### config.mk
export PLATFORM = sky130hd
export DESIGN_NAME = ada_div
export DESIGN_NICKNAME = d
export VERILOG_FILES = /design/src/sv/ada_pkg.sv /design/src/sv/ada_div.sv
export SDC_FILE = /design/constraint.sdc
export NUM_CORES = 1
export LEC_CHECK = 0
export BUFFER_PORTS_ARGS = -buffer_cell sky130_fd_sc_hd__clkbuf_2
export CORE_MARGIN = 2
export CORE_UTILIZATION = 40
export CTS_CLUSTER_SIZE = 25
export DETAILED_ROUTE_END_ITERATION = 6
export PLACE_DENSITY = 0.58
export SLEW_MARGIN = 20
export SYNTH_ARGS = -nofsm -noshare
export SYNTH_HDL_FRONTEND = slang
export SYNTH_SLANG_ARGS = --single-unit
### constraint.sdc
create_clock -name clk -period 12.2 [get_ports clk]
set_input_delay 0 -clock clk [delete_from_list [all_inputs] [get_ports clk]]
set_output_delay 0 -clock clk [all_outputs]
set_load 0.02 [all_outputs]
### src/sv/ada_pkg.sv
// ada_pkg: shared types, constants and table builders for the atmosphere density core
// used by atmosphere_density_at_altitude_core, ada_log2 and ada_div; no dependencies
package ada_pkg;

    typedef struct packed {
        logic [16:0] altitude_m;
        logic [15:0] ground_temp;
        logic [23:0] ground_pressure;
    } query_t;

    typedef struct packed {
        logic [1:0]  layer;
        logic        above_ceiling;
        logic [15:0] temp_at_alt;
        logic [23:0] pressure_at_alt;
        logic [21:0] air_density;
    } result_t;

    typedef enum logic [1:0] {
        LAYER_TROPO,
        LAYER_LOWER,
        LAYER_UPPER,
        LAYER_CEIL
    } layer_t;

    localparam int LOG_FRAC = 20;
    localparam int LOG_W    = 25;
    localparam int ROM_W    = 21;
    localparam int NUM_W    = 37;
    localparam int QUO_W    = 22;
    localparam int DIV_BITS = 2;

    localparam logic [23:0] P_MAX   = 24'hFFFFFF;
    localparam logic [21:0] RHO_MAX = 22'h3FFFFF;
    localparam logic [28:0] RHO_K   = 29'd467820590;

    localparam logic [16:0] ALT_TROPO_TOP = 17'd11000;
    localparam logic [16:0] ALT_LOWER_TOP = 17'd25000;
    localparam logic [16:0] ALT_CEILING   = 17'd100000;

    localparam logic [15:0] TROPO_LAPSE = 16'd54442;
    localparam logic [15:0] UPPER_RISE  = 16'd25082;
    localparam logic [15:0] UPPER_BASE  = 16'd18168;
    localparam logic [15:0] LOWER_TEMP  = 16'd27736;
    localparam logic [19:0] LOWER_SLOPE = 20'd972824;
    localparam int          LOWER_OFS   = 2617101;

    localparam int TROPO_REF_T   = 36874;
    localparam int UPPER_REF_T   = 27725;
    localparam int LOWER_P_SCALE = 1484390;
    localparam int UPPER_P_SCALE = 163054;

    localparam logic [20:0] TROPO_EXP = 21'd344457;
    localparam logic [20:0] UPPER_EXP = 21'd746324;

    function automatic logic [63:0] isqrt64(input logic [63:0] v);
        logic [63:0] r;
        logic [63:0] bv;
        logic [63:0] rest;
        r    = '0;
        bv   = 64'h4000_0000_0000_0000;
        rest = v;
        for (int k = 0; k < 32; k++)
        begin
            if (rest >= r + bv)
            begin
                rest = rest - (r + bv);
                r    = (r >> 1) + bv;
            end
            else
            begin
                r = r >> 1;
            end
            bv = bv >> 2;
        end
        return r;
    endfunction

    // log2(1 + i/2^n) in q20 by repeated squaring
    function automatic logic [ROM_W-1:0] log_rom_val(input int n, input int i);
        logic [63:0]      m;
        logic [ROM_W-1:0] r;
        r = '0;
        m = (64'd1 << 30) + (64'(i) << (30 - n));
        if (i >= (1 << n))
        begin
            r = ROM_W'(1 << LOG_FRAC);
        end
        else
        begin
            for (int k = 0; k < LOG_FRAC; k++)
            begin
                m = (m * m) >> 30;
                r = r << 1;
                if (m >= (64'd1 << 31))
                begin
                    r[0] = 1'b1;
                    m    = m >> 1;
                end
            end
        end
        return r;
    endfunction

    // 2^(i/2^n) in q30 from a chain of square roots
    function automatic logic [31:0] exp_rom_val(input int n, input int i);
        logic [63:0] m;
        logic [63:0] root;
        m    = 64'd1 << 30;
        root = 64'd1 << 31;
        if (i >= (1 << n))
        begin
            m = 64'd1 << 31;
        end
        else
        begin
            for (int k = 1; k <= n; k++)
            begin
                root = isqrt64(root << 30);
                if (((i >> (n - k)) & 1) != 0)
                begin
                    m = (m * root) >> 30;
                end
            end
        end
        return 32'(m);
    endfunction

    // elaboration-time log2 of a constant, same arithmetic as the datapath
    function automatic logic [LOG_W-1:0] log2_const(input int n, input int x);
        int          p;
        logic [63:0] f;
        logic [63:0] rem;
        logic [63:0] a;
        logic [63:0] b;
        int          idx;
        p = 0;
        for (int k = 0; k < 31; k++)
        begin
            if (((x >> k) & 1) != 0)
            begin
                p = k;
            end
        end
        f   = (64'(x) - (64'd1 << p)) << (32 - p);
        idx = int'(f >> (32 - n));
        rem = f & ((64'd1 << (32 - n)) - 64'd1);
        a   = 64'(log_rom_val(n, idx));
        b   = 64'(log_rom_val(n, idx + 1));
        return LOG_W'((64'(p) << LOG_FRAC) + a + (((b - a) * rem) >> (32 - n)));
    endfunction

endpackage

### src/sv/ada_div.sv
// ada_div: pipelined restoring divider, two quotient bits a stage, with overflow flag
// depends on ada_pkg for widths
module ada_div (
    input  logic                      clk,
    input  logic                      en,
    input  logic [ada_pkg::NUM_W-1:0] num,
    input  logic [15:0]               den,
    output logic [ada_pkg::QUO_W-1:0] quo,
    output logic                      ovf
);
    import ada_pkg::*;

    localparam int STEPS = QUO_W / DIV_BITS;

    logic [15:0]      rem_reg  [0:STEPS];
    logic [15:0]      rem_next [0:STEPS];
    logic [QUO_W-1:0] low_reg  [0:STEPS];
    logic [QUO_W-1:0] low_next [0:STEPS];
    logic [QUO_W-1:0] q_reg    [0:STEPS];
    logic [QUO_W-1:0] q_next   [0:STEPS];
    logic [15:0]      den_reg  [0:STEPS];
    logic             ovf_reg  [0:STEPS];
    logic             ovf_next;

    // quotient would not fit in 22 bits
    assign ovf_next = {1'b0, num} >= {den, {QUO_W{1'b0}}};

    always_comb
    begin
        logic [15:0]      r;
        logic [16:0]      r17;
        logic [QUO_W-1:0] lo;
        logic [QUO_W-1:0] q;
        rem_next[0] = 16'(num[NUM_W-1:QUO_W]);
        low_next[0] = num[QUO_W-1:0];
        q_next[0]   = '0;
        for (int s = 1; s <= STEPS; s++)
        begin
            r  = rem_reg[s-1];
            lo = low_reg[s-1];
            q  = q_reg[s-1];
            for (int j = 0; j < DIV_BITS; j++)
            begin
                r17 = {r, lo[QUO_W-1]};
                lo  = lo << 1;
                if (r17 >= {1'b0, den_reg[s-1]})
                begin
                    r = 16'(r17 - {1'b0, den_reg[s-1]});
                    q = {q[QUO_W-2:0], 1'b1};
                end
                else
                begin
                    r = r17[15:0];
                    q = {q[QUO_W-2:0], 1'b0};
                end
            end
            rem_next[s] = r;
            low_next[s] = lo;
            q_next[s]   = q;
        end
    end

    always_ff @(posedge clk)
    begin
        if (en)
        begin
            rem_reg[0] <= rem_next[0];
            low_reg[0] <= low_next[0];
            q_reg[0]   <= q_next[0];
            den_reg[0] <= den;
            ovf_reg[0] <= ovf_next;
            for (int s = 1; s <= STEPS; s++)
            begin
                rem_reg[s] <= rem_next[s];
                low_reg[s] <= low_next[s];
                q_reg[s]   <= q_next[s];
                den_reg[s] <= den_reg[s-1];
                ovf_reg[s] <= ovf_reg[s-1];
            end
        end
    end

    assign quo = q_reg[STEPS];
    assign ovf = ovf_reg[STEPS];

endmodule
==> reports/metrics.csv <==
stage,metric,value,unit
run_status,status,"finished, final reports clean",
timing,endpoints failing setup,0,
placement,HPWL after DPL,67.71,mm
timing,minimum clock period,6.336,ns
cts,CTS tree,yes,
job,MaxCap Viol Count,0,
die,Initial Utilization,0.4014,
cts,Post-CTS Setup Bufs,0,
critical_path,Crit path arrival time,6.71,ns
cts,clock transition at the registers of the reported paths,0.06,ns
timing,Final Cycle Share,0.5193,
logic_synthesis,Post-synth EDFFs,627,
critical_path,CP top delay family,compound AO/OA/AOI/OAI gates,
route,Starting DRT DRC Count,1808,
final_layout,most frequent cells in the layout,"627 x edfxtp_1, 367 x ha_1, 303 x inv_1",
global_routing,largest net degree at the start of global routing,175,
global_routing,vias in the first global route,25210,
critical_path,endpoint class of the critical path,flop,
route,WL per Instance,18.27,um
final_layout,share of cells above drive strength 1,0.1434,
critical_path,element type at the critical path start,flop,
die,Die Ht,317.6,um
route,max layer used,met5,
die,io pins,78,
logic_synthesis,Synth area leaders,"edfxtp_1 48%, ha_1 12%, mux2_2 7.5%, xnor2_1 3.7%, inv_1 2.9%",
route,met3 routed WL,3.984,mm
cts,CTS root buffer,clkbuf_16,
critical_path,WP data required,12.58,ns
die,FP Rows,115,
critical_path,R2R Path End,rem_reg[2][9]$_DFFE_PP_,
timing,RSZ-0062 raised after global routing,false,
route,vias,26160,
critical_path,Setup crit end,rem_reg[2][9]$_DFFE_PP_,
cts,H-tree depth,3,
logic_synthesis,synthesis warning total,0,
logic_synthesis,share of the synthesized area in the top cell type,0.4786,
critical_path,max incr delay on CP,0.58,ns
timing,final setup TNS,0,ns
route,DR DRC count,0,
logic_synthesis,asr flop ratio synth,0,
logic_synthesis,synthesized area,0.03934,mm^2
logic_synthesis,Gate Count Post-Synth,3361,
cts,Num CTS Buffers,73,
global_routing,total grt overflow,0,
die,Die X,317.6,um
route,Antenna Nets Post-Route,0,
critical_path,"Cell Chain, Critical Path","inv_1, ha_1, nor2b_1, o2111ai_1, nand3b_1, o22a_1, a211o_1, o41ai_4, buf_4, mux2i_1, ha_1, nor2b_1, o31a_1, o41ai_2, a211oi_1, o31ai_1, a21boi_0, a211oi_2, buf_4, mux2_2",
min_path,Worst Hold Class,input pin to flop,
logic_synthesis,"FF+latch count, synth",627,
critical_path,FF-to-FF setup slack,5.86,ns
cts,post-cts resize count,0,
timing,Pins Over Slew Limit,0,
die,Die ar.,0.1009,mm^2
placement,number of port buffers,77,
timing,achievable frequency,157.8,MHz
critical_path,R2R cell count,20,
critical_path,CP max stage cell,a211oi_2,
timing,Final Hold Fails,0,
critical_path,Crit path buffers/inverters,3,
route,Pre-antenna DRT Iters,5,
critical_path,r2r startpoint,den_reg[1][1]$_DFFE_PP_,
timing,slew at the pin closest to its max-slew limit,1.068,ns
logic_synthesis,top_reg_cell synth,edfxtp_1,
final_layout,Area Growth Syn to Fin,12.36,%
logic_synthesis,syn avg cell area,11.70,um^2
timing,relative slew slack,0.2882,
route,total wire length,89.29,mm
critical_path,Worst path depth,20,
final_layout,ANT cells,0,
critical_path,Critical path origin,den_reg[1][1]$_DFFE_PP_,
critical_path,CP Class,flop to flop,
route,vias per std cell,5.354,
global_routing,global-route wire length before repair,139.8,mm
cts,Clock Latency Late Sink,0.64,ns
cts,Clock Tree Buf Depth,3,
cts,clk sink count,627,
global_routing,initial antenna violation count,3,
timing,Clock Skews,0.02201,ns
cts,"Hold-fix buffers, CTS",54,
logic_synthesis,register area share after synthesis,0.4786,
route,wire length on met1,42.95,mm
global_routing,GRT Total Usage,0.1741,
final_layout,"commonest non-fill, non-tap cell in the layout",edfxtp_1,
logic_synthesis,syn_nets,3804,
die,core area,0.09799,mm^2
logic_synthesis,count of cell types in the netlist,89,
critical_path,"Max FO, Critical Path",16,
final_layout,max FFs per register,176,
logic_synthesis,Yosys top cell by area,edfxtp_1,
final_layout,# nets final,3987,
placement,GP Congestion,0.8785,
route,met2 wire len,39.91,mm
-- worst register-to-register path, stage by stage (launching register included) --
cell       delay [ns]
edfxtp_1         0.38
inv_1            0.19
ha_1             0.28
nor2b_1          0.15
o2111ai_1        0.17
nand3b_1         0.19
o22a_1           0.29
a211o_1          0.34
o41ai_4          0.29
buf_4            0.30
mux2i_1          0.37
ha_1             0.30
nor2b_1          0.14
o31a_1           0.28
o41ai_2          0.42
a211oi_1         0.18
o31ai_1          0.34
a21boi_0         0.19
a211oi_2         0.58
buf_4            0.34
mux2_2           0.36
-- metal layers --
| layer | vias to the layer above | global-route usage |
|---|---|---|
| met1 | 12420 | 0.2457 |
| met3 | 127 | 0.02618 |
| li1 | 13090 | - |
| met2 | 521 | 0.2748 |
| met5 | - | 0 |
| met4 | 4 | 0.05661 |
-- final cells by class --
| class | instances | area [um^2] |
|---|---|---|
| Clock inverter | 43 | 483.0 |
| Timing Repair Buffer | 145 | 1054 |
| Multi-Input combinational cell | 2392 | 19200 |
| Tap cell | 1287 | 1610 |
| Sequential cell | 627 | 18830 |
| Clock buffer | 87 | 1879 |
| Inverter | 305 | 1145 |
| Fill cell | 8960 | 53790 |
-- cells by family after synthesis --
family | count (synthesis) | synth area share
adders and majority gates | 388 | 0.1274
DFF | 627 | 0.4786
and+or+nand+nor | 671 | 0.08556
muxes | 296 | 0.08470
buffers and inverters | 342 | 0.03372
xor gates and xnor gates | 247 | 0.05500
AOI/OAI and AO/OA | 790 | 0.1350
-- through the flow --
stage                     setup slack [ns]  hold slack [ns]  std cells  utilization  cell area [um^2]
after floorplan                      6.498          0.09887       3361            -             39340
after global placement               6.002           0.1946       4702       0.4214             41290
after detailed placement             5.930           0.1966       4702       0.4214             41290
after CTS                            5.876          0.03621       4886       0.4510             44190
after global routing                 5.385          0.07188       4886       0.4511             44200
final                                5.864          0.09791       4886       0.4511             44200
-- how the worst min path moves through the flow --
stage / start / to / slack [ns] / depth (start not counted)
3_3_place_gp: num[4] / low_reg[0][4]$_DFFE_PP_ / 0.19 / 1
4_1_cts: den[5] / den_reg[0][5]$_DFFE_PP_ / 0.04 / 2
5_1_grt: num[28] / rem_reg[0][6]$_DFFE_PP_ / 0.07 / 2
2_1_floorplan: den[0] / den_reg[0][0]$_DFFE_PP_ / 0.1 / 0
3_5_place_dp: num[5] / low_reg[0][5]$_DFFE_PP_ / 0.20 / 1
6_report: num[5] / low_reg[0][5]$_DFFE_PP_ / 0.1 / 2
-- cell usage after synthesis (39+ instances only) --
library cell	n
o21ai_0	128
ha_1	367
nor2_1	177
edfxtp_1	627
o21bai_1	39
nand3_1	58
xnor2_1	164
a21o_1	87
nand4_1	45
o21a_1	65
nand2_1	133
mux2_2	262
xor2_1	83
nor3_1	68
a21oi_1	211
inv_1	303
Power is not shown: default switching activity piles up to over one toggle a cycle in this logic, so the estimate is an artifact.
